[config.mk]
export PLATFORM = sky130hd
export DESIGN_NAME = nfir_mac
export DESIGN_NICKNAME = d
export VERILOG_FILES = /design/src/sv/nfir_pkg.sv /design/src/sv/nfir_mac.sv
export SDC_FILE = /design/constraint.sdc
export NUM_CORES = 1
export LEC_CHECK = 0
export ABC_AREA = 1
export BUFFER_PORTS_ARGS = -buffer_cell sky130_fd_sc_hd__buf_2
export CAP_MARGIN = 40
export CORE_MARGIN = 2
export CORE_UTILIZATION = 55
export DETAILED_ROUTE_END_ITERATION = 6
export PLACE_DENSITY = 0.72
export SLEW_MARGIN = 20
export SYNTH_ARGS = -nofsm -noshare
export SYNTH_HDL_FRONTEND = slang
export SYNTH_SLANG_ARGS = --single-unit
[constraint.sdc]
create_clock -name clock -period 7.8 [get_ports clock]
set_clock_uncertainty 0.05 [all_clocks]
set_input_delay 1.17 -clock clock [delete_from_list [all_inputs] [get_ports clock]]
set_output_delay 1.17 -clock clock [all_outputs]
set_load 0.05 [all_outputs]
[src/sv/nfir_pkg.sv]
`default_nettype none
package nfir_pkg;

   localparam int DATA_W     = 16;
   localparam int FRAC_SHIFT = 14;
   localparam int CSR_IDX_W  = 4;
   localparam int CSR_DATA_W = 8;

   localparam logic [CSR_IDX_W-1:0] REG_TAPS_BEHIND = 4'd0;
   localparam logic [CSR_IDX_W-1:0] REG_TAPS_AHEAD  = 4'd1;

   localparam logic FUNC_COEF   = 1'b0;
   localparam logic FUNC_SAMPLE = 1'b1;

   typedef logic signed [DATA_W-1:0] data_type;

   typedef struct packed {
      logic shift;
      logic rotate;
      logic clear;
   } cell_ctl_type;

   typedef struct packed {
      logic start;
      logic accum;
      logic take;
   } mac_ctl_type;

endpackage
`default_nettype wire

[src/sv/nfir_mac.sv]
`default_nettype none
module nfir_mac #(
   parameter int TAPS = 64
) (
   input  wire                    clock,
   input  nfir_pkg::mac_ctl_type  ctl,
   input  nfir_pkg::data_type     sample,
   input  nfir_pkg::data_type     coef,
   output nfir_pkg::data_type     filtered
);

   localparam int ACC_W  = 32 + $clog2(TAPS);
   localparam int PROD_W = 2 * nfir_pkg::DATA_W;

   localparam logic signed [ACC_W-1:0] HALF   = ACC_W'(1) <<< (nfir_pkg::FRAC_SHIFT - 1);
   localparam logic signed [ACC_W-1:0] SAT_HI = ACC_W'(32767);
   localparam logic signed [ACC_W-1:0] SAT_LO = ~SAT_HI;

   logic signed [PROD_W-1:0] prod_ff, prod_in;
   logic signed [ACC_W-1:0]  acc_ff, acc_in;
   logic signed [ACC_W-1:0]  rounded;
   logic signed [ACC_W-1:0]  quot;

   always_comb begin
      prod_in = ctl.take ? (PROD_W'(sample) * PROD_W'(coef)) : '0;
      if (ctl.start) begin
         acc_in = '0;
      end else if (ctl.accum) begin
         acc_in = acc_ff + ACC_W'(prod_ff);
      end else begin
         acc_in = acc_ff;
      end
   end

   always_ff @(posedge clock) begin
      prod_ff <= prod_in;
      acc_ff  <= acc_in;
   end

   // round half up, floor shift, saturate to Q1.15
   always_comb begin
      rounded = acc_ff + HALF;
      quot    = rounded >>> nfir_pkg::FRAC_SHIFT;
      if (quot > SAT_HI) begin
         filtered = nfir_pkg::DATA_W'(SAT_HI);
      end else if (quot < SAT_LO) begin
         filtered = nfir_pkg::DATA_W'(SAT_LO);
      end else begin
         filtered = quot[nfir_pkg::DATA_W-1:0];
      end
   end

endmodule
`default_nettype wire

==> results.ini, run 1 <==
[logic_synthesis]
syn-num-nets = 2780
synthAdderAreaFrac_pct = 41.82
synth-simple-area-share_pct = 23.09
synthXorXnorAreaFrac_pct = 2.382
synth_top_family_by_area = adder cells
synth_seq_cells = 70
yosysSeqAreaShare_pct = 8.661
synth_compound_area_share_pct = 7.470
yosysWarnings = 0
synth_cell_types = 37
syn_avg_cell_area_um2 = 6.853
syn_area_mm2 = 0.01618
synth_cells = 2361
synthMuxAreaShare_pct = 0

[sta]
tightest_slew_ns = 0.8554
relSlewSlack_pct = 42.97
hold_viol = 0
fmax_ghz = 0.1487
period_share_pct = 86.20
setup_tns_ns = 0
period_needed_ns = 6.723
maxSlewViolCount = 0
rsz0062_at_grt = false
setup_violations = 0

[worst_setup_path]
worst-path-buf-inv = 6
cp.required_ns = 7.99
r2r_slack_ns = 4.67
crit_chain = buf_2, nand2_1, fa_1, inv_1, fa_1, inv_1, fa_1, fa_1, inv_1, fa_1, inv_1, fa_1, inv_1, ha_1, a21oi_1, o21ai_0, a21oi_1, o21ai_0, a21oi_1, nand2_1, nand2_1, nor2_1
crit_fanout = 16
path_class = input port to register
worstReg2RegEnd = acc_ff[30]$_SDFFE_PP0P_
crit_path_start_kind = input port
worst_ep_arrival_time_ns = 6.91
slowest_delay_ns = 0.97
worst_path_dominant_cell_family = adder cells
critical-path-slowest-cell = fa_1
reg2reg_depth = 15
end_kind = register
path_common_cell = fa_1
r2r-start = acc_ff[0]$_SDFFE_PP0P_

[layout]
multi_input_area_mm2 = 0.01210
layout-drive-gt1-share_pct = 3.818
area_growth_pct = 4.624
fin_nets = 2771
fin_cells = 2741
layout_commonest_cell = inv_1
final.fill_count = 2777
seq_area_mm2 = 0.001401
layout_common_cells = inv_1 (632), nand2_1 (608), fa_1 (263)
n_antenna_cell = 0

[place]
port_buffers = 51
gp_congestion = 0.9231
placed_cells = 2725
dpl.hpwl_um = 36350

[clock_tree]
path_clk_slew_ns = 0.06
post_cts_resized = 0
clockBufferDepth = 2
cts_root_buf = clkbuf_16
clock_latency_ns = 0.35
cts_setup_buffers = 0
cts_buffers = 9
cts.sinks = 70
cts_tree = done
hold_buffers = 0
htreeDepth = 3

[floorplan]
chipWidth_um = 175.5
start_util_pct = 56.07
core_mm2 = 0.02886
io_pins = 52
die-height_um = 175.5
row_count = 62
dieArea_mm2 = 0.03081

[global_routing]
track_usage_pct = 29.48
grt_pass1_vias = 14742
grt_pass1_wl_um = 72550
antenna_found_initial = 0
globalRouteOverflowTotal = 0
grt_max_degree = 42

[worst_hold_path]
hold_depth = 2
hp-class = register to register
min-delay-start = acc_ff[0]$_SDFFE_PP0P_
hold_path_end = acc_ff[0]$_SDFFE_PP0P_

[route]
drt_wl_total_um = 42880
drc = 0
drt-vias-per-instance = 5.154
dr.pass1.iters = 6
wire_per_inst_um = 15.64
vias = 14128
ant_nets = 0
drt-initial-drc-count = 928

[job]
maxCapViolCount = 0

[status]
status = finished clean

## cells in the mapped netlist (all sizes together)
| master | instances | area [µm²] |
|---|---|---|
| a211oi | 2 | 15.01 |
| a21boi | 2 | 15.01 |
| a21o | 9 | 67.56 |
| a21oi | 113 | 565.5 |
| a31oi | 2 | 12.51 |
| and2 | 1 | 6.260 |
| and3 | 1 | 6.260 |
| buf | 4 | 38.79 |
| clkbuf | 70 | 262.8 |
| clkinv | 2 | 8.750 |
| dfxtp | 70 | 1401 |
| fa | 263 | 5265 |
| ha | 120 | 1501 |
| inv | 632 | 2372 |
| nand2 | 616 | 2337 |
| nand3 | 70 | 355.3 |
| nand3b | 2 | 15.01 |
| nand4 | 18 | 112.6 |
| nor2 | 198 | 750.7 |
| nor3 | 12 | 65.06 |
| nor4 | 4 | 25.02 |
| o211ai | 2 | 15.01 |
| o21a | 4 | 30.03 |
| o21ai | 75 | 375.4 |
| o21bai | 15 | 112.6 |
| or2 | 9 | 56.30 |
| or3 | 1 | 6.260 |
| xnor2 | 8 | 70.07 |
| xor2 | 36 | 315.3 |
## kinds of logic after synthesis
| kind of cell | Yosys count |
|---|---|
| flip-flops | 70 |
| AO/OA/AOI/OAI | 224 |
| XOR/XNOR | 44 |
| AND/OR/NAND/NOR | 932 |
| buffers and inverters | 708 |
| adder cells (fa/ha/maj) | 383 |
## tightest hold or removal path: stages (launching register included)
cell     delay (ns)
dfxtp_1        0.31
nand2_1        0.06
a21oi_1        0.05
## per-stage QoR
stage                     hold slack [ns]  setup slack, ns  instance area (µm²)  util (%)
after global routing               0.4528           0.6449                16930     58.66
after detailed placement           0.4177           0.6771                16640     57.65
after floorplan                    0.3947            1.032                16180         -
final                              0.4248            1.077                16930     58.66
after global placement             0.4033           0.7993                16640     57.65
after CTS                          0.4253            1.039                16930     58.66
## layout make-up
| class | instances | share of cell area (%) |
|---|---|---|
| clock buffer | 10 | 1.353 |
| tap | 384 | 2.838 |
| inverter | 634 | 14.07 |
| sequential | 70 | 8.278 |
| clock inverter | 6 | 0.3695 |
| timing repair buffer | 54 | 1.641 |
| multi-input combinational | 1583 | 71.46 |
## how the worst max path moves through the flow
| stage | cells past startpoint | slack (ns) | to | startpoint |
|---|---|---|---|---|
| finish | 22 | 1.08 | prod_ff[29]$_SDFF_PN0_ | sample[15] |
| global route | 20 | 0.64 | prod_ff[29]$_SDFF_PN0_ | sample[15] |
| CTS | 19 | 1.04 | prod_ff[30]$_SDFF_PN0_ | sample[15] |
| detailed placement | 19 | 0.68 | prod_ff[30]$_SDFF_PN0_ | sample[15] |
| global placement | 23 | 0.80 | prod_ff[31]$_SDFF_PN0_ | sample[15] |
| floorplan | 24 | 1.03 | prod_ff[31]$_SDFF_PN0_ | coef[5] |
## state kept, by name, indices dropped and copies added (netlist names)
| name | count |
|---|---|
| acc_ff | 38 |
| prod_ff | 32 |
## routing by layer
| metal | global-route usage [%] | up-vias | wire length, µm |
|---|---|---|---|
| met4 | 8.609 | 0 | 1202 |
| met1 | 38.18 | 6790 | 18620 |
| li1 | - | 6880 | - |
| met2 | 52.58 | 386 | 21150 |
| met3 | 2.706 | 72 | 1901 |
| met5 | 0 | - | 0 |
Power of run 1 is not shown: default switching activity piles up to over one toggle a cycle in this logic, so the estimate is an artifact.
==> run 2: changes to the inputs <==
- GPL_TIMING_DRIVEN: not set -> 0
- MAX_ROUTING_LAYER: not set -> met4
- RECOVER_POWER: not set -> 100
==> run 2 against run 1 <==
  * Count of clock-buffer cells in the layout is 1 lower
  * Sequential share of layout area is 0.081 points lower
  * Critical path depth up 2
  * Fmax decreased by 8.1%
  * Flip-flop and latch count is the same
  * Register-to-register slack about the same
==> results.ini, run 2 (synthesis gave the netlist of run 1 again) <==
[status]
status = finished clean

[clock_tree]
cts_tree = done
clockBufferDepth = 2
htreeDepth = 3
path_clk_slew_ns = 0.05
clock_latency_ns = 0.35
cts_root_buf = clkbuf_16
cts_buffers = 9
cts.sinks = 70

[sta]
setup_violations = 0
rsz0062_at_grt = false
relSlewSlack_pct = 49.37
maxSlewViolCount = 0
hold_viol = 0
period_share_pct = 93.78
setup_tns_ns = 0
tightest_slew_ns = 0.7595
period_needed_ns = 7.315
fmax_ghz = 0.1367
layout_setup_ws_ns = 0.4848

[route]
drt-initial-drc-count = 943
drt_wl_total_um = 47150
vias = 14503
drc = 0
top_layer = met4
dr.pass1.iters = 7
ant_nets = 0
met3_length_um = 2675
drt-vias-per-instance = 5.211
wire_per_inst_um = 16.94
wl_met1_um = 19380
wl_met2_um = 22880

[layout]
design_area_mm2 = 0.01710
largest_reg_flops = 38
fin_nets = 2814
largestRegisters = acc_ff: 38 flops, prod_ff: 32 flops
n_antenna_cell = 0
layout_common_cells = inv_1 (632), nand2_1 (608), fa_1 (262)
layout_commonest_cell = inv_1
regMostFlops = acc_ff
final.fill_count = 2797
layout-drive-gt1-share_pct = 1.917
area_growth_pct = 5.652

[worst_setup_path]
crit_fanout = 10
worst_ep_arrival_time_ns = 7.50
path_class = input port to register
reg2reg_depth = 15
cp.required_ns = 7.99
crit_path_start_kind = input port
end_kind = register

[global_routing]
antenna_found_initial = 0
globalRouteOverflowTotal = 0
track_usage_pct = 32.33
grt_pass1_wl_um = 75130
grt_pass1_vias = 14867
grt_max_degree = 13

[job]
maxCapViolCount = 0

[floorplan]
io_pins = 52
core_mm2 = 0.02886
die-height_um = 175.5
dieArea_mm2 = 0.03081
chipWidth_um = 175.5
row_count = 62
start_util_pct = 56.07

[worst_hold_path]
hp-class = register to register
hold_depth = 2

[place]
place_ws_ns = -0.09762
dpl.hpwl_um = 40540
port_buffers = 23
gp_congestion = 0.9785
dpl_cell_area_mm2 = 0.01678

==> run 2: cell types whose count changed in the layout (fill, tap and decap cells not counted), moves of 2 or more <==
cell / delta
buf_2: -44
buf_4: -3
bufinv_16: +2
clkbuf_1: +86
clkinv_2: -2
==> run 2: through the flow <==
step | std cells | utilization, % | hold slack [ns]
after floorplan | 2361 | - | 0.3947
after global routing | 2783 | 59.24 | 0.4637
after global placement | 2768 | 58.13 | 0.4036
final | 2783 | 59.24 | 0.4310
after detailed placement | 2768 | 58.13 | 0.4187
after CTS | 2783 | 59.30 | 0.4366
==> run 2: per-layer routing <==
layer	vias up	track usage, %
li1	6978	-
met3	133	3.745
met1	6867	38.52
met5	-	-
met4	0	13.15
met2	525	55.92
==> run 2: worst paths after layout <==
kind	startpoint	slack, ns	endpoint
worst min-delay path	acc_ff[0]$_SDFFE_PP0P_	0.43	acc_ff[0]$_SDFFE_PP0P_
worst max register to register	acc_ff[0]$_SDFFE_PP0P_	4.66	acc_ff[30]$_SDFFE_PP0P_
worst max-delay path	coef[5]	0.48	prod_ff[31]$_SDFF_PN0_
worst min register to register	acc_ff[0]$_SDFFE_PP0P_	0.43	acc_ff[0]$_SDFFE_PP0P_
==> run 2: layout make-up <==
class / instances / area [µm²] / area share [%]
multi-input combinational: 1583 / 12100 / 70.78
tap: 384 / 480.5 / 2.811
clock inverter: 6 / 111.4 / 0.6514
inverter: 634 / 2381 / 13.93
timing repair buffer: 23 / 95.09 / 0.5562
buffer: 74 / 301.5 / 1.764
sequential: 70 / 1401 / 8.197
clock buffer: 9 / 225.2 / 1.317
==> run 2: critical path, cell delays in order <==
cell      delay (ns)
clkbuf_1        0.27
clkbuf_1        0.54
nand2_1         0.24
fa_1            0.61
inv_1           0.08
fa_2            0.81
fa_1            0.47
fa_1            0.47
fa_1            0.54
inv_1           0.05
fa_1            0.52
inv_1           0.04
ha_1            0.36
nand2_1         0.13
nor2_1          0.18
inv_1           0.06
nor2_1          0.16
nand4_1         0.13
nand3_1         0.25
nand3_1         0.12
nand2_1         0.10
nand2_1         0.06
nand2_1         0.09
nor2_1          0.04
==> run 2: what timing repair did <==
action                                  CTS  global route
gates resized for setup                   0             1
endpoints found under the setup margin    0             3
hold buffers                              0             0
buffers inserted                          0             0
hold endpoints to repair                  0             0
Power of run 2 is left out for the same reason.
==> run 3: changes to the inputs <==
- PLACE_DENSITY: 0.72 -> 0.83
- SETUP_SLACK_MARGIN: not set -> 0.05
- clock period: 7.8 -> 7.4 ns (I/O delays scaled with it)
==> run 3 against run 2 <==
  * Count of clock-buffer cells in the layout rose by 2
  * Worst setup slack got worse by 0.21 ns
  * Non-clock buffer count did not move
  * Register-to-register slack got worse by 0.23 ns
  * Sequential share of layout area barely moved
  * Flip-flop and latch count did not move
  * Critical endpoint is now prod_ff[24]$_SDFF_PN0_
  * Largest cell class unchanged
==> results.ini, run 3 (synthesis gave the netlist of run 1 again) <==
[global_routing]
grt_pass1_wl_um = 74510
grt_pass1_vias = 15077
globalRouteOverflowTotal = 0
track_usage_pct = 31.56
antenna_found_initial = 0
grt_max_degree = 13

[sta]
hold_viol = 0
layout_setup_ws_ns = 0.2734
tightest_slew_ns = 0.7749
relSlewSlack_pct = 48.34
rsz0062_at_grt = true
maxSlewViolCount = 0
period_needed_ns = 7.127
setup_violations = 0
period_share_pct = 96.31
fmax_ghz = 0.1403
setup_tns_ns = 0

[worst_setup_path]
crit_fanout = 10
cp.required_ns = 7.62
worst_ep_arrival_time_ns = 7.35
end_kind = register
path_class = input port to register
crit_path_start_kind = input port

[floorplan]
io_pins = 52
die-height_um = 175.5
chipWidth_um = 175.5
dieArea_mm2 = 0.03081
core_mm2 = 0.02886
row_count = 62
start_util_pct = 56.07

[layout]
regMostFlops = acc_ff
area_growth_pct = 5.467
n_antenna_cell = 0
largest_reg_flops = 38
fin_nets = 2814
multi_input_area_mm2 = 0.01210
design_area_mm2 = 0.01707
final.fill_count = 2709
layout_common_cells = inv_1 (632), nand2_1 (608), fa_1 (262)
layout_commonest_cell = inv_1
fin_util_pct = 59.14
layout-drive-gt1-share_pct = 2.083
largestRegisters = acc_ff: 38 flops, prod_ff: 32 flops
seq_area_mm2 = 0.001401

[clock_tree]
cts.sinks = 70
cts_tree = done
clock_latency_ns = 0.34
path_clk_slew_ns = 0.06
clockBufferDepth = 2
cts_root_buf = clkbuf_16
cts_buffers = 9
htreeDepth = 3
hold_buffers = 0

[place]
dpl.hpwl_um = 38970
gp_congestion = 1.028
port_buffers = 23
place_ws_ns = -0.3741
dpl_cell_area_mm2 = 0.01678

[route]
drc = 0
dr.pass1.iters = 5
ant_nets = 0
wire_per_inst_um = 16.23
drt-initial-drc-count = 1142
drt-vias-per-instance = 5.245
drt_wl_total_um = 45180
vias = 14601

[job]
maxCapViolCount = 0

[status]
status = finished clean

[worst_hold_path]
hp-class = register to register

[run 3: cell count changes in the layout (fill, tap and decap cells not counted)]
cell / before / now
bufinv_16: 3 / 1
clkbuf_8: 0 / 1
clkbuf_1: 87 / 84
clkbuf_2: 0 / 4
clkinvlp_4: 1 / 2
[run 3: worst max-delay path, cell delays in order]
cell and delay [ns]:
clkbuf_1 0.41, clkbuf_1 0.53, nand2_1 0.18, fa_1 0.55, fa_1 0.56, inv_1 0.07, fa_1 0.56, inv_1 0.07
fa_1 0.50, fa_1 0.51, fa_1 0.54, inv_1 0.04, ha_1 0.36, a21oi_1 0.24, o21ai_0 0.11, a21oi_1 0.31
nand3_1 0.24, a21o_1 0.24, nand2_1 0.06, nand2_1 0.05, nor2_1 0.10
[run 3: stage by stage]
stage | instances | hold slack (ns)
floorplan | 2361 | 0.3947
global placement | 2768 | 0.4036
detailed placement | 2768 | 0.4191
CTS | 2784 | 0.4478
global route | 2784 | 0.4848
finish | 2784 | 0.4403
[run 3: final timing paths]
| kind | depth (start not counted) | slack [ns] | start | to |
|---|---|---|---|---|
| setup / recovery | 21 | 0.27 | coef[2] | prod_ff[24]$_SDFF_PN0_ |
| hold / removal | 2 | 0.44 | acc_ff[0]$_SDFFE_PP0P_ | acc_ff[0]$_SDFFE_PP0P_ |
| setup reg to reg | 15 | 4.43 | acc_ff[0]$_SDFFE_PP0P_ | acc_ff[30]$_SDFFE_PP0P_ |
| hold reg to reg | 2 | 0.44 | acc_ff[0]$_SDFFE_PP0P_ | acc_ff[0]$_SDFFE_PP0P_ |
[run 3: per-layer routing]
layer | global-route usage [%] | vias to the layer above | part of all wire (%)
li1 | - | 6978 | -
met1 | 37.66 | 6893 | 40
met2 | 53.81 | 592 | 49
met5 | - | - | 0
met3 | 3.983 | 138 | 6.4
met4 | 13.77 | 0 | 4.7
[run 3: final cells by class]
class                           instances  share of cell area [%]
Clock buffer                           11                   1.422
Buffer                                 74                   1.796
Multi-Input combinational cell       1583                   70.90
Inverter                              634                   13.95
Sequential cell                        70                   8.212
Timing Repair Buffer                   23                  0.5572
Tap cell                              384                   2.815
Clock inverter                          5                  0.3446
[run 3: what timing repair did]
item / CTS / global route
resized for setup: 1 / 8
setup endpoints to repair: 2 / 8
buffers inserted: 0 / 0
Power of run 3 is left out for the same reason.
