**src/sv/nfir_pkg.sv**
```systemverilog
`default_nettype none
package nfir_pkg;

   localparam int DATA_W     = 16;
   localparam int FRAC_SHIFT = 14;
   localparam int CSR_IDX_W  = 4;
   localparam int CSR_DATA_W = 8;

   localparam logic [CSR_IDX_W-1:0] REG_TAPS_BEHIND = 4'd0;
   localparam logic [CSR_IDX_W-1:0] REG_TAPS_AHEAD  = 4'd1;

   localparam logic FUNC_COEF   = 1'b0;
   localparam logic FUNC_SAMPLE = 1'b1;

   typedef logic signed [DATA_W-1:0] data_type;

   typedef struct packed {
      logic shift;
      logic rotate;
      logic clear;
   } cell_ctl_type;

   typedef struct packed {
      logic start;
      logic accum;
      logic take;
   } mac_ctl_type;

endpackage
`default_nettype wire

```
**src/sv/nfir_cell.sv**
```systemverilog
`default_nettype none
module nfir_cell (
   input  wire                     clock,
   input  wire                     reset,
   input  nfir_pkg::cell_ctl_type  ctl,
   input  nfir_pkg::data_type      prev_sample,
   input  nfir_pkg::data_type      next_sample,
   input  nfir_pkg::data_type      next_coef,
   input  wire                     coef_we,
   input  nfir_pkg::data_type      coef_value,
   output nfir_pkg::data_type      sample_out,
   output nfir_pkg::data_type      coef_out
);

   nfir_pkg::data_type sample_ff, sample_in;
   nfir_pkg::data_type coef_ff, coef_in;

   always_comb begin
      if (ctl.clear) begin
         sample_in = '0;
      end else if (ctl.shift) begin
         sample_in = prev_sample;
      end else if (ctl.rotate) begin
         sample_in = next_sample;
      end else begin
         sample_in = sample_ff;
      end

      if (coef_we) begin
         coef_in = coef_value;
      end else if (ctl.rotate) begin
         coef_in = next_coef;
      end else begin
         coef_in = coef_ff;
      end
   end

   always_ff @(posedge clock) begin
      if (reset) begin
         sample_ff <= '0;
         coef_ff   <= '0;
      end else begin
         sample_ff <= sample_in;
         coef_ff   <= coef_in;
      end
   end

   assign sample_out = sample_ff;
   assign coef_out   = coef_ff;

endmodule
`default_nettype wire

```
**config.mk**
```make
export PLATFORM = sky130hd
export DESIGN_NAME = nfir_cell
export DESIGN_NICKNAME = d
export VERILOG_FILES = /design/src/sv/nfir_pkg.sv /design/src/sv/nfir_cell.sv
export SDC_FILE = /design/constraint.sdc
export NUM_CORES = 1
export LEC_CHECK = 0
export ABC_AREA = 1
export BUFFER_PORTS_ARGS = -buffer_cell sky130_fd_sc_hd__clkbuf_2
export CORE_AREA = 2 2 89 57
export CTS_CLUSTER_DIAMETER = 200
export CTS_CLUSTER_SIZE = 16
export DETAILED_ROUTE_END_ITERATION = 12
export DIE_AREA = 0 0 91 59
export HOLD_SLACK_MARGIN = 0.12
export PLACE_DENSITY = 0.73
export SLEW_MARGIN = 30
export SYNTH_ARGS = -nofsm -noshare
export SYNTH_HDL_FRONTEND = slang
export SYNTH_SLANG_ARGS = --single-unit
```
**constraint.sdc**
```tcl
create_clock -name clock -period 0.8 [get_ports clock]
set_input_delay 0.2 -clock clock [delete_from_list [all_inputs] [get_ports clock]]
set_output_delay 0.2 -clock clock [all_outputs]
set_load 0.05 [all_outputs]
```
==> metrics list, run 1 <==
* GP Congestion: 0.731
- Overall overflow remaining after global route: 0
- Area contributors post-synth: dfxtp_1 39%, nand2_1 22%, nand3_1 18%
- In this run the horizontal extent of the chip is 91 um.
- The largest single stage delay on the critical path is 0.36 ns.
* Static leakage power: 0.00160 uW
- Summed over all nets, the half-perimeter wirelength after detailed placement is 3.44 mm.
* Basic-gate share of the synthesized area counting and, or, nand and nor cells: 45.5%
- Effective utilization at floorplan: 37.1%
- Input and output buffers added on the ports amount to 101.
- Initial DRC Count: 63
* Multi-input gate area in the final layout: 781 sq um
- In the final layout, flip-flops and latches occupy 681 sq um.
- Walking the worst path, the cells encountered are clkbuf_16.
- DIE AREA: 0.00537 sq mm
- Yosys warning count: 0
- Maximum net fanout on the critical path: 2
- The synthesized design spends more area on one cell type than any other, namely dfxtp_1.
- Setup repair after global routing could not meet its margin everywhere.
- Together, buffers and inverters on the worst path number 1.
- Clk sink count: 32
- Post-layout instance area: 0.00284 sq mm
* Avg Inst Size Synth: 6.79 sq um
- The final reports fail on setup timing.
- Max-cap violations in this run came to 0.
- Overall die height: 59 um
- After detailed routing, the average wire length per cell comes to 12.2 um.
* Maximum clock rate: 994 MHz
- The synthesized netlist devotes 0% of its cell area to XOR and XNOR gates.
* Share of the synthesized area in the top cell type: 38.7%
- CTS clock-pin slew for the worst setup and hold paths: 0.07 ns
- Synthesized netlist net count: 314
- Layout net count: 421
- Measured against its own limit, the worst slew margin works out to 65.9%.
- Of the cells placed in the final design, the portion with a size suffix greater than 1 is 47.2%.
- Data arrives at the worst endpoint at 0.81 ns.
- Clock Skews: 0 ns
* Category of the most critical setup path: reg -> out
- Kind of end point of the critical path: primary output
- Synthesis instantiated 11 different standard cells from the library.
* Largest net degree at the start of global routing: 17
* CORE AREA: 0.00447 sq mm
* Via count: 1870
- Clk root buf: clkbuf_8
- Row count: 19
- Least-Margin Pin Slew: 0.511 ns
* Final critical path time including I/O delays and setup: 1.01 ns
- The count of final hold-check violations came to 0.
- The number of antenna diodes in the final layout is 0.
* Multiplexer area fraction after synthesis: 0%
* Via count of the first global-routing pass: 1730
* Skew-Pair Late Insertion Delay: 0.28 ns
- Overall power consumption after layout is estimated at 4310 uW.
* Maximum root-to-sink buffer count: 2
- The first global-routing pass estimated 7.56 mm of wire.
* Post-Place Cell Area: 0.00229 sq mm
- Combinational family with the most area after synthesis: simple AND/OR/NAND/NOR gates
* WP data required: 0.60 ns
* Peak supply drop: 774 uV
* Compound-Gate Fraction of Synth Area: 0%
* Via/cell ratio: 4.51
- The count of final max-slew check failures is 0.
* Pwr Density: 1520 mW/mm^2
* Num CTS Buffers: 5
* Number of register bits inferred by synthesis: 32
- The count of nets left with antenna violations once routing finished came out at 0.
* Status: finished, violations left
- Share of the clock period used by the worst path: 126%
- Worst Setup Slack, final: -0.206 ns
* Part of the Yosys area used for sequential elements: 38.7%
* CTS tree: built
- Synthesized-area fraction occupied by adder cells: 0%
* Synthesized instance count: 244
- Number of placed I/O pins: 102
- The first TritonRoute pass finished after 5 iterations.
- The worst hold path belongs to the class in -> reg.
* Synthesized area: 0.00166 sq mm
- # DRC: 0
- Setup violations remaining at the end of the flow were counted as 32.
* Critical Path Slowest Stage Cell: dfxtp_2
- For this block, the routed nets add up to 5.05 mm of wire.
- The initial antenna violation count came to 0.
- Broken down by cell family, the worst path's largest delay share belongs to flip-flops.
- Across all register-to-register paths, the minimum setup slack is 0.04 ns.
* Nature of the critical path startpoint: flop
* Number of filler instances in the final layout: 402
- Relative to the synthesized area, the layout overhead comes to 71.1%.
* Depth of the CTS H-tree: 2
- Total Routing Usage GR: 17.7%
-- layout make-up --
type                            count  area share (%)
Inverter                           35            4.81
Tap cell                           63            2.78
Clock buffer                        8            3.18
Multi-Input combinational cell    164            27.5
Timing Repair Buffer              113            37.7
Sequential cell                    32            24.0
-- cell families after synthesis --
logic type	count (synthesis)
buf+inv	49
flops	32
simple gates	163
-- report_power, final --
group          leakage, uW  total [uW]  switching [uW]  internal [uW]
registers         0.000275        1780            82.1           1700
clock network    0.0000455        1290             585            702
logic              0.00128        1240             671            573
total              0.00160        4310            1340           2970
-- routing by layer --
layer  vias up  track usage [%]  wire, um
met5         -                0         0
met4         0             5.19        17
met3         3             5.73       417
met2        85             30.8      2300
met1       815             21.4      2310
li1        967                -         -
-- worst paths after layout --
path | from | endpoint | cells past startpoint
max | coef_out[10] | coef_out[10] | 1
max reg2reg | sample_out[14] | sample_out[14] | 5
min | prev_sample[1] | sample_out[1] | 5
min reg2reg | sample_out[1] | sample_out[1] | 4
-- sequential cells by signal, indices dropped and copies added (netlist names) --
register / flops
coef_out: 16
sample_out: 16
-- metrics by stage --
step,TNS (ns),setup slack [ns],std cells,hold WS [ns],utilization [%]
floorplan,-0.506,-0.0271,244,0.400,-
global placement,-5.77,-0.211,403,0.492,51.1
detailed placement,-6.21,-0.233,403,0.503,51.1
CTS,-6.31,-0.215,413,0.211,61.8
global route,-6.42,-0.228,415,0.236,63.4
finish,-5.66,-0.206,415,0.213,63.4
-- synthesized netlist by cell type --
cell type  number
buf_2           2
buf_4           4
buf_6           8
dfxtp_1        32
inv_1          33
inv_2           2
nand2_1        96
nand3_1        58
nand3_2         6
nor2_1          1
nor2_8          2
-- cell usage in the layout (no fill, tap or decap) --
cell type	count
nand2_1	94
nand2_2	2
inv_1	33
nor2_8	2
nor2_1	1
inv_4	2
clkbuf_1	2
buf_8	22
clkbuf_16	9
clkbuf_8	6
dfxtp_2	32
buf_6	2
nand3_2	8
buf_12	5
buf_4	6
nand3_1	56
clkbuf_2	68
buf_2	1
nor2_4	1
-- repair_timing --
item / 4_1_cts / 5_1_grt
pin swaps: 0 / 2
gates resized for setup: 71 / 31
hold buffers: 0 / 0
gates cloned: 0 / 1
endpoints found under the setup margin: 32 / 38
setup buffers: 2 / 1
Power figures use the tool's default switching activity.
==> run 2: changes to the inputs <==
--- a/config.mk
+++ b/config.mk
@@ -13,7 +13,7 @@
 export DETAILED_ROUTE_END_ITERATION = 12
 export DIE_AREA = 0 0 91 59
 export HOLD_SLACK_MARGIN = 0.12
-export PLACE_DENSITY = 0.73
+export PLACE_DENSITY_LB_ADDON = 0.05
 export SLEW_MARGIN = 30
 export SYNTH_ARGS = -nofsm -noshare
 export SYNTH_HDL_FRONTEND = slang
==> metrics list, run 2 (synthesis results as in run 1) <==
- Status: finished, violations left (unchanged)
- Violations in the final reports: setup timing (unchanged).
* Static leakage power: 0.00162 uW (was 0.00160 uW)
- Most common cell after layout, fill and taps aside: nand2_1 (unchanged)
* CTS clock-pin slew for the worst setup and hold paths: 0.07 ns (about the same)
- The floorplan die area was 0.00537 sq mm (unchanged).
* Initial antenna violation count: 0 (unchanged)
* GP Congestion: 0.833 (was 0.731)
- Number of filler instances in the final layout: 409 (was 402)
- Final Routed Wirelength: 4.90 mm (was 5.05 mm)
* Worst rel slew slack: 65.1% (was 65.9%)
- The fraction of final layout cells sized beyond drive strength 1 is 47.8% (was 47.2%).
- Category of the most critical setup path: reg -> out (unchanged)
* Share of the core filled with cells: 64.3% (was 63.4%)
- Number of hold violations in the final report: 0 (unchanged)
* Classification of the worst-slack hold path: in -> reg (unchanged)
- The ratio of routed vias to standard cells is 4.52 (was 4.51).
* Hold-fix buffers at CTS: 0 (unchanged)
* Final critical path time including I/O delays and setup: 1.00 ns (was 1.01 ns)
- The share of the clock period used by the worst path is 125% (was 126%).
- The residual DRC count was 0 (unchanged).
* Cell-by-cell listing of the critical path: clkbuf_16 (unchanged)
* Internal power summed over all cells: 2990 uW (was 2970 uW)
- Worst Hold Launch: coef_value[0] (was prev_sample[1])
* CP arrival: 0.80 ns (was 0.81 ns)
- The cell family contributing the most delay on the critical path is flip-flops (unchanged).
- Cell count of the worst reg-to-reg path: 6 (was 5)
- The largest incremental delay on the critical path was 0.36 ns (about the same).
* Combinational fraction of design power: 29.3% (was 28.9%)
- Least-Margin Pin Slew: 0.523 ns (was 0.511 ns)
* Max-slew violation count: 0 (unchanged)
- Kind of end point of the critical path: primary output (unchanged)
- The sequential share of power is 41.1% (was 41.3%).
- Multi-input gate area in the final layout: 792 sq um (was 781 sq um)
* Initial DRC Count: 67 (was 63)
- Maximum root-to-sink buffer count: 2 (unchanged)
- Clk root buf: clkbuf_8 (unchanged)
- Via count: 1893 (was 1870)
- Clock share of power: 29.6% (was 29.8%)
- The instance count after placement with tap cells included came to 404 (was 403).
- The worst path required time was 0.60 ns (about the same).
* Non-filler instance count after layout: 419 (was 415)
- Remaining antenna violation count after routing: 0 (unchanged)
* Global-route wire length before repair: 7.73 mm (was 7.56 mm)
* Pwr Density: 1500 mW/mm^2 (was 1520 mW/mm^2)
- The sink of the worst hold path is coef_out[0] (was sample_out[1]).
- The average wire length per cell after detail routing was 11.7 um (was 12.2 um).
* Total power: 4320 uW (was 4310 uW)
* Antenna Cells: 0 (unchanged)
- The starting utilization of the core area came to 37.1% (unchanged).
- The total net switching power was 1330 uW (was 1340 uW).
* Total Routing Usage GR: 18.3% (was 17.7%)
* Worst R2R Start: coef_out[1] (was sample_out[14])
- Horiz. Die Dim: 91 um (unchanged)
- Overall overflow remaining after global route: 0 (unchanged)
- Worst Setup Slack, final: -0.203 ns (was -0.206 ns)
- Buffers plus inverters on the worst setup path: 1 (unchanged)
- The end of the worst register-to-register path is coef_out[1] (was sample_out[14]).
* Number of setup violations in the final report: 33 (was 32)
- Buffers on Ports: 101 (unchanged)
- The number of nets in the finished design was 425 (was 421).
- Skew-Pair Late Insertion Delay: 0.27 ns (was 0.28 ns)
- Peak supply drop: 726 uV (was 774 uV)
- Number of placed I/O pins: 102 (unchanged)
* Layout-stage area growth over the synthesis result: 73.6% (was 71.1%)
- Flip-flop and latch area: 683 sq um (was 681 sq um)
- Via count of the first global-routing pass: 1684 (was 1730)
- Num CTS Buffers: 5 (unchanged)
* Maximum net fanout on the critical path: 2 (unchanged)
- Critical Path Slowest Stage Cell: dfxtp_2 (unchanged)
* CORE AREA: 0.00447 sq mm (unchanged)
- CTS tree: built (unchanged)
- The number of clock sinks came to 32 (unchanged).
- Unrepaired setup endpoints after global routing: true (unchanged).
- Worst-case register-to-register setup slack: -0.12 ns (was 0.04 ns)
- The share of total power consumed by net switching was 30.8% (was 31.0%).
- Most frequent cells in the layout: 94 x nand2_1, 69 x clkbuf_2, 56 x nand3_1, 33 x inv_1, 31 x dfxtp_2 (was 94 x nand2_1, 68 x clkbuf_2, 56 x nand3_1, 33 x inv_1, 32 x dfxtp_2)
- The row count came to 19 (unchanged).
* Maximum clock rate: 997 MHz (was 994 MHz)
- The maximum number of pins on one net before global-route repair is 17 (unchanged).
- Pre-CTS setup slack: -0.205 ns (was -0.233 ns)
* Instance count along the most critical hold path: 5 (unchanged)
- Depth of the CTS H-tree: 2 (unchanged)
- Max-capacitance violation count: 0 (unchanged)
* Setup_tns: -5.65 ns (was -5.66 ns)
- Sum of net half-perimeters after detailed placement: 3.41 mm (was 3.44 mm)
- Overall die height: 59 um (unchanged)
* Drt pass-1 iters: 4 (was 5)
- Nature of the critical path startpoint: flop (unchanged)
* Clock Skews: 0 ns (unchanged)
[run 2: cell types whose count changed in the layout (fill, tap and decap cells not counted)]
cell	delta
buf_2	-1
dfxtp_2	-1
clkbuf_2	+1
buf_4	+2
dfxtp_4	+1
nor2_4	+1
buf_6	+1
[run 2: worst max-delay path by stage]
stage / start / endpoint / slack, ns / cells past startpoint
final: coef_out[2] / coef_out[2] / -0.20 / 1
after global routing: coef_out[13] / coef_out[13] / -0.23 / 1
after CTS: sample_out[2] / sample_out[2] / -0.22 / 1
after detailed placement: ctl[1] / sample_out[12] / -0.20 / 7
after global placement: ctl[1] / sample_out[3] / -0.19 / 7
after floorplan: ctl[2] / sample_out[0] / -0.03 / 7
[run 2: layout make-up]
class / instances / share of cell area, %
clock buffers: 8 / 3.13
flip-flops and latches: 32 / 23.8
multi-input cells: 165 / 27.5
well taps: 63 / 2.74
inverters: 35 / 4.74
repair buffers: 116 / 38.1
[run 2: what timing repair did]
action / 4_1_cts / 5_1_grt
buffers inserted: 3 / 2
gates cloned: 0 / 2
gates resized for setup: 71 / 32
pin swaps: 0 / 7
setup endpoints to repair: 32 / 39
[run 2: routing by layer]
metal | GRT usage [%] | vias up | wire (um)
li1 | - | 980 | -
met5 | 0 | - | 0
met4 | 5.19 | 0 | 31
met3 | 7.12 | 4 | 489
met2 | 27.7 | 80 | 2090
met1 | 24.6 | 829 | 2290
[run 2: metrics by stage]
step,hold slack (ns),area [sq um]
finish,0.204,2880
global route,0.221,2880
CTS,0.204,2780
detailed placement,0.498,2290
global placement,0.498,2290
floorplan,0.400,1720
[run 2: power by group through the flow]
stage               clock network [uW]  logic [uW]  registers, uW
finish                            1280        1270           1780
global route                      1390        1360           1790
CTS                               1330        1210           1760
detailed placement                   0        1010           1780
global placement                     0        1010           1780
floorplan                            0         392           2070
[run 2: worst register-to-register path, stage by stage, from the launching register on]
cell and delay, ns:
dfxtp_2 0.33, buf_4 0.12, buf_4 0.12, nand2_1 0.06, nand3_1 0.07, nand2_1 0.06, inv_1 0.05
==> run 3: changes to the inputs <==
--- a/config.mk
+++ b/config.mk
@@ -5,13 +5,13 @@
 export SDC_FILE = /design/constraint.sdc
 export NUM_CORES = 1
 export LEC_CHECK = 0
-export ABC_AREA = 1
 export BUFFER_PORTS_ARGS = -buffer_cell sky130_fd_sc_hd__clkbuf_2
-export CORE_AREA = 2 2 89 57
+export CORE_AREA = 2 2 88 56
 export CTS_CLUSTER_DIAMETER = 200
 export CTS_CLUSTER_SIZE = 16
 export DETAILED_ROUTE_END_ITERATION = 12
-export DIE_AREA = 0 0 91 59
+export DIE_AREA = 0 0 90 58
+export GPL_TIMING_DRIVEN = 0
 export HOLD_SLACK_MARGIN = 0.12
 export PLACE_DENSITY_LB_ADDON = 0.05
 export SLEW_MARGIN = 30
==> metrics list, run 3 <==
- Status: finished, violations left (unchanged)
- Violations in the final reports: setup timing (unchanged)
- The ratio of total power to cell area came to 1530 mW/mm^2 (was 1500 mW/mm^2).
- Buffers plus inverters on the worst setup path: 1 (unchanged)
- The worst-case clock buffer depth came to 2 (unchanged).
* Clock share of power: 29.1% (was 29.6%)
* Depth of the CTS H-tree: 2 (unchanged)
- The buffer count from post-CTS setup fixing came to 0 (was 3).
- Unrepaired setup endpoints after global routing: true (unchanged).
- The total net switching power came to 1360 uW (was 1330 uW).
- Overall die height: 58 um (was 59 um)
- The fraction of final layout cells sized beyond drive strength 1 came to 67.9% (was 47.8%).
- The worst-case vdd ir drop is 836 uV (was 726 uV).
* Number of register bits inferred by synthesis: 32 (unchanged)
- The data arrival time of the critical path was 0.80 ns (about the same).
- The final standard cell utilization of the core is 66.9% (was 64.3%).
- The final worst slack is -0.205 ns (was -0.203 ns).
- Mean routed wirelength per cell: 14.6 um (was 11.7 um)
- The overall track demand over capacity in global routing came to 18.1% (was 18.3%).
- The row count was 19 (unchanged).
* Total power: 4520 uW (was 4320 uW)
* Synthesized netlist net count: 212 (was 314)
- The count of port buffers added during placement was 99 (was 101).
- CTS tree: built (unchanged)
- The worst hold margin was 0.182 ns (was 0.204 ns).
- The number of library cell types mapped by synthesis is 14 (was 11).
- The cell family contributing the most delay on the critical path is flip-flops (unchanged).
- The initial antenna violation count came to 0 (unchanged).
- The share of synthesized flip-flops with an asynchronous set or reset is 0% (unchanged).
- Combinational fraction of design power: 31.5% (was 29.3%)
* Static leakage power: 0.00151 uW (was 0.00162 uW)
* Initial DRC Count: 41 (was 67)
- Skew-Pair Late Insertion Delay: 0.28 ns (was 0.27 ns)
- DIE AREA: 0.00522 sq mm (was 0.00537 sq mm)
- Maximum net fanout on the critical path: 2 (unchanged)
* Part of the Yosys area used for sequential elements: 39.5% (was 38.7%)
- The class of the most critical setup path is reg -> out (unchanged).
- The sort of element at the start of the critical path was a flop (unchanged).
- The count of final max-slew check failures is 0 (unchanged).
- Global-route wire length before repair: 7.32 mm (was 7.73 mm)
* Synthesized instance count: 142 (was 244)
- Classification of the worst-slack hold path: in -> reg (unchanged)
- Max-capacitance violation count: 0 (unchanged)
* Area contributors post-synth: dfxtp_1 40%, mux2_4 13%, mux2i_1 9.9% (was dfxtp_1 39%, nand2_1 22%, nand3_1 18%)
- Internal power summed over all cells: 3160 uW (was 2990 uW)
- Number of setup violations in the final report: 48 (was 33)
- Effective utilization at floorplan: 36.7% (was 37.1%)
- Cell type with the largest total area after synthesis: dfxtp_1 (unchanged)
- Layout-stage area growth over the synthesis result: 82.5% (was 73.6%)
* Hold-fix buffers at CTS: 0 (unchanged)
* Count of flip-flops with a built-in enable after synthesis: 0 (unchanged)
- Most numerous cell in the Yosys netlist: dfxtp_1 (was nand2_1)
* Overall overflow remaining after global route: 0 (unchanged)
- Via/cell ratio: 4.71 (was 4.52)
- Kind of end point of the critical path: primary output (unchanged)
- Horiz. Die Dim: 90 um (was 91 um)
- The total core area is 0.00442 sq mm (was 0.00447 sq mm).
* Remaining antenna violation count after routing: 0 (unchanged)
- Most frequent cells in the layout: 69 x clkbuf_2, 23 x clkbuf_16, 18 x dfxtp_4 (was 94 x nand2_1, 69 x clkbuf_2, 56 x nand3_1, 33 x inv_1, 31 x dfxtp_2).
* Final critical path time including I/O delays and setup: 1.00 ns (about the same)
- Setup_tns: -7.57 ns (was -5.65 ns)
- Antenna Cells: 0 (unchanged)
- Critical Path Slowest Stage Cell: dfxtp_4 (was dfxtp_2)
- The number of global-route vias before repair is 1539 (was 1684).
* Clk sink count: 32 (unchanged)
- The worst slack after detailed placement was -0.387 ns (was -0.205 ns).
- The clock-pin slew of the registers on the worst-case setup and hold paths came to 0.07 ns (about the same).
* Least-Margin Pin Slew: 0.527 ns (was 0.523 ns)
* GP Congestion: 0.676 (was 0.833)
* Number of hold violations in the final report: 0 (unchanged)
* WP data required: 0.60 ns (about the same)
- The total clock buffers created by CTS is 5 (unchanged).
- Layout net count: 318 (was 425)
* Fraction of power spent switching nets: 30.1% (was 30.8%)
* Drt pass-1 iters: 4 (unchanged)
- Largest net degree at the start of global routing: 11 (was 17)
- Avg Inst Size Synth: 11.4 sq um (was 6.79 sq um)
* Final Routed Wirelength: 4.56 mm (was 4.90 mm)
* Clock Skews: 0 ns (unchanged)
- The most common cell after layout, fill and taps aside is clkbuf_2 (was nand2_1).
- The cell area after technology mapping was 0.00162 sq mm (was 0.00166 sq mm).
* Sum of net half-perimeters after detailed placement: 3.05 mm (was 3.41 mm)
- The clock tree root driver cell is clkbuf_8 (unchanged).
- Cell-by-cell listing of the critical path: clkbuf_16 (unchanged)
* Via count: 1471 (was 1893)
* # DRC: 0 (unchanged)
* Share of the synthesized area in the top cell type: 39.5% (was 38.7%)
* Number of placed I/O pins: 102 (unchanged)
* Most instantiated flip-flop cell in the synthesis netlist: dfxtp_1 (unchanged)
- Maximum clock rate: 995 MHz (was 997 MHz)
- Sequential fraction of design power: 39.4% (was 41.1%)
* Share of the clock period used by the worst path: 126% (was 125%)
- Yosys warning count: 0 (unchanged)
- Worst rel slew slack: 64.9% (was 65.1%)
- The largest incremental delay on the critical path came to 0.36 ns (about the same).
==> run 3: cell types whose count changed in the layout (fill, tap and decap cells not counted), moves of 15 or more <==
cell / previous run / this run
nand2_1: 94 / 0
nand3_1: 56 / 0
nand2b_1: 0 / 16
nor2b_1: 0 / 16
dfxtp_4: 1 / 18
mux2i_1: 0 / 15
o211a_1: 0 / 16
inv_1: 33 / 0
dfxtp_2: 31 / 14
==> run 3: routing by layer <==
layer	wire length, um	global-route usage [%]	up-vias
met1	2130	23.6	690
met5	0	0	-
li1	-	-	725
met2	2090	28.8	51
met4	54	6.59	0
met3	284	5.72	5
==> run 3: what timing repair did <==
action | CTS | global route
setup endpoints to repair | 54 | 59
resized for setup | 88 | 18
pin swaps | 0 | 0
==> run 3: kinds of logic (layout without fill, tap and decap cells) <==
logic type,after synthesis,after routing,synth area share [%]
muxes,32,32,24.2
AOI/OAI and AO/OA,32,32,17.3
DFF,32,32,39.5
and+or+nand+nor,33,33,12.7
buffers and inverters,13,120,6.25
==> run 3: final cells by class <==
type	count	area (sq um)
Buffer	12	116
Clock buffer	8	90.1
Fill cell	370	1460
Inverter	1	3.75
Multi-Input combinational cell	97	898
Sequential cell	32	726
Tap cell	63	78.8
Timing Repair Buffer	99	1050
==> run 3: final timing paths <==
check | startpoint | to | slack, ns | cells after the start
worst max register to register | sample_out[10] | sample_out[10] | -0.10 | 2
worst min register to register | coef_out[2] | coef_out[2] | 0.58 | 2
worst min-delay path | coef_value[5] | coef_out[5] | 0.18 | 3
worst max-delay path | coef_out[14] | coef_out[14] | -0.20 | 1
==> run 3: power by group through the flow <==
stage / sequential, uW / clock [uW] / combinational (uW)
after floorplan: 2130 / 0 / 404
after global placement: 1770 / 0 / 1090
after detailed placement: 1770 / 0 / 1080
after CTS: 1780 / 1340 / 1400
after global routing: 1800 / 1440 / 1500
final: 1780 / 1320 / 1420
==> run 3: stage by stage <==
stage	area, sq um	cells
after floorplan	1720	142
after detailed placement	2290	304
final	2960	312
after global placement	2290	304
after global routing	2960	312
after CTS	2930	312
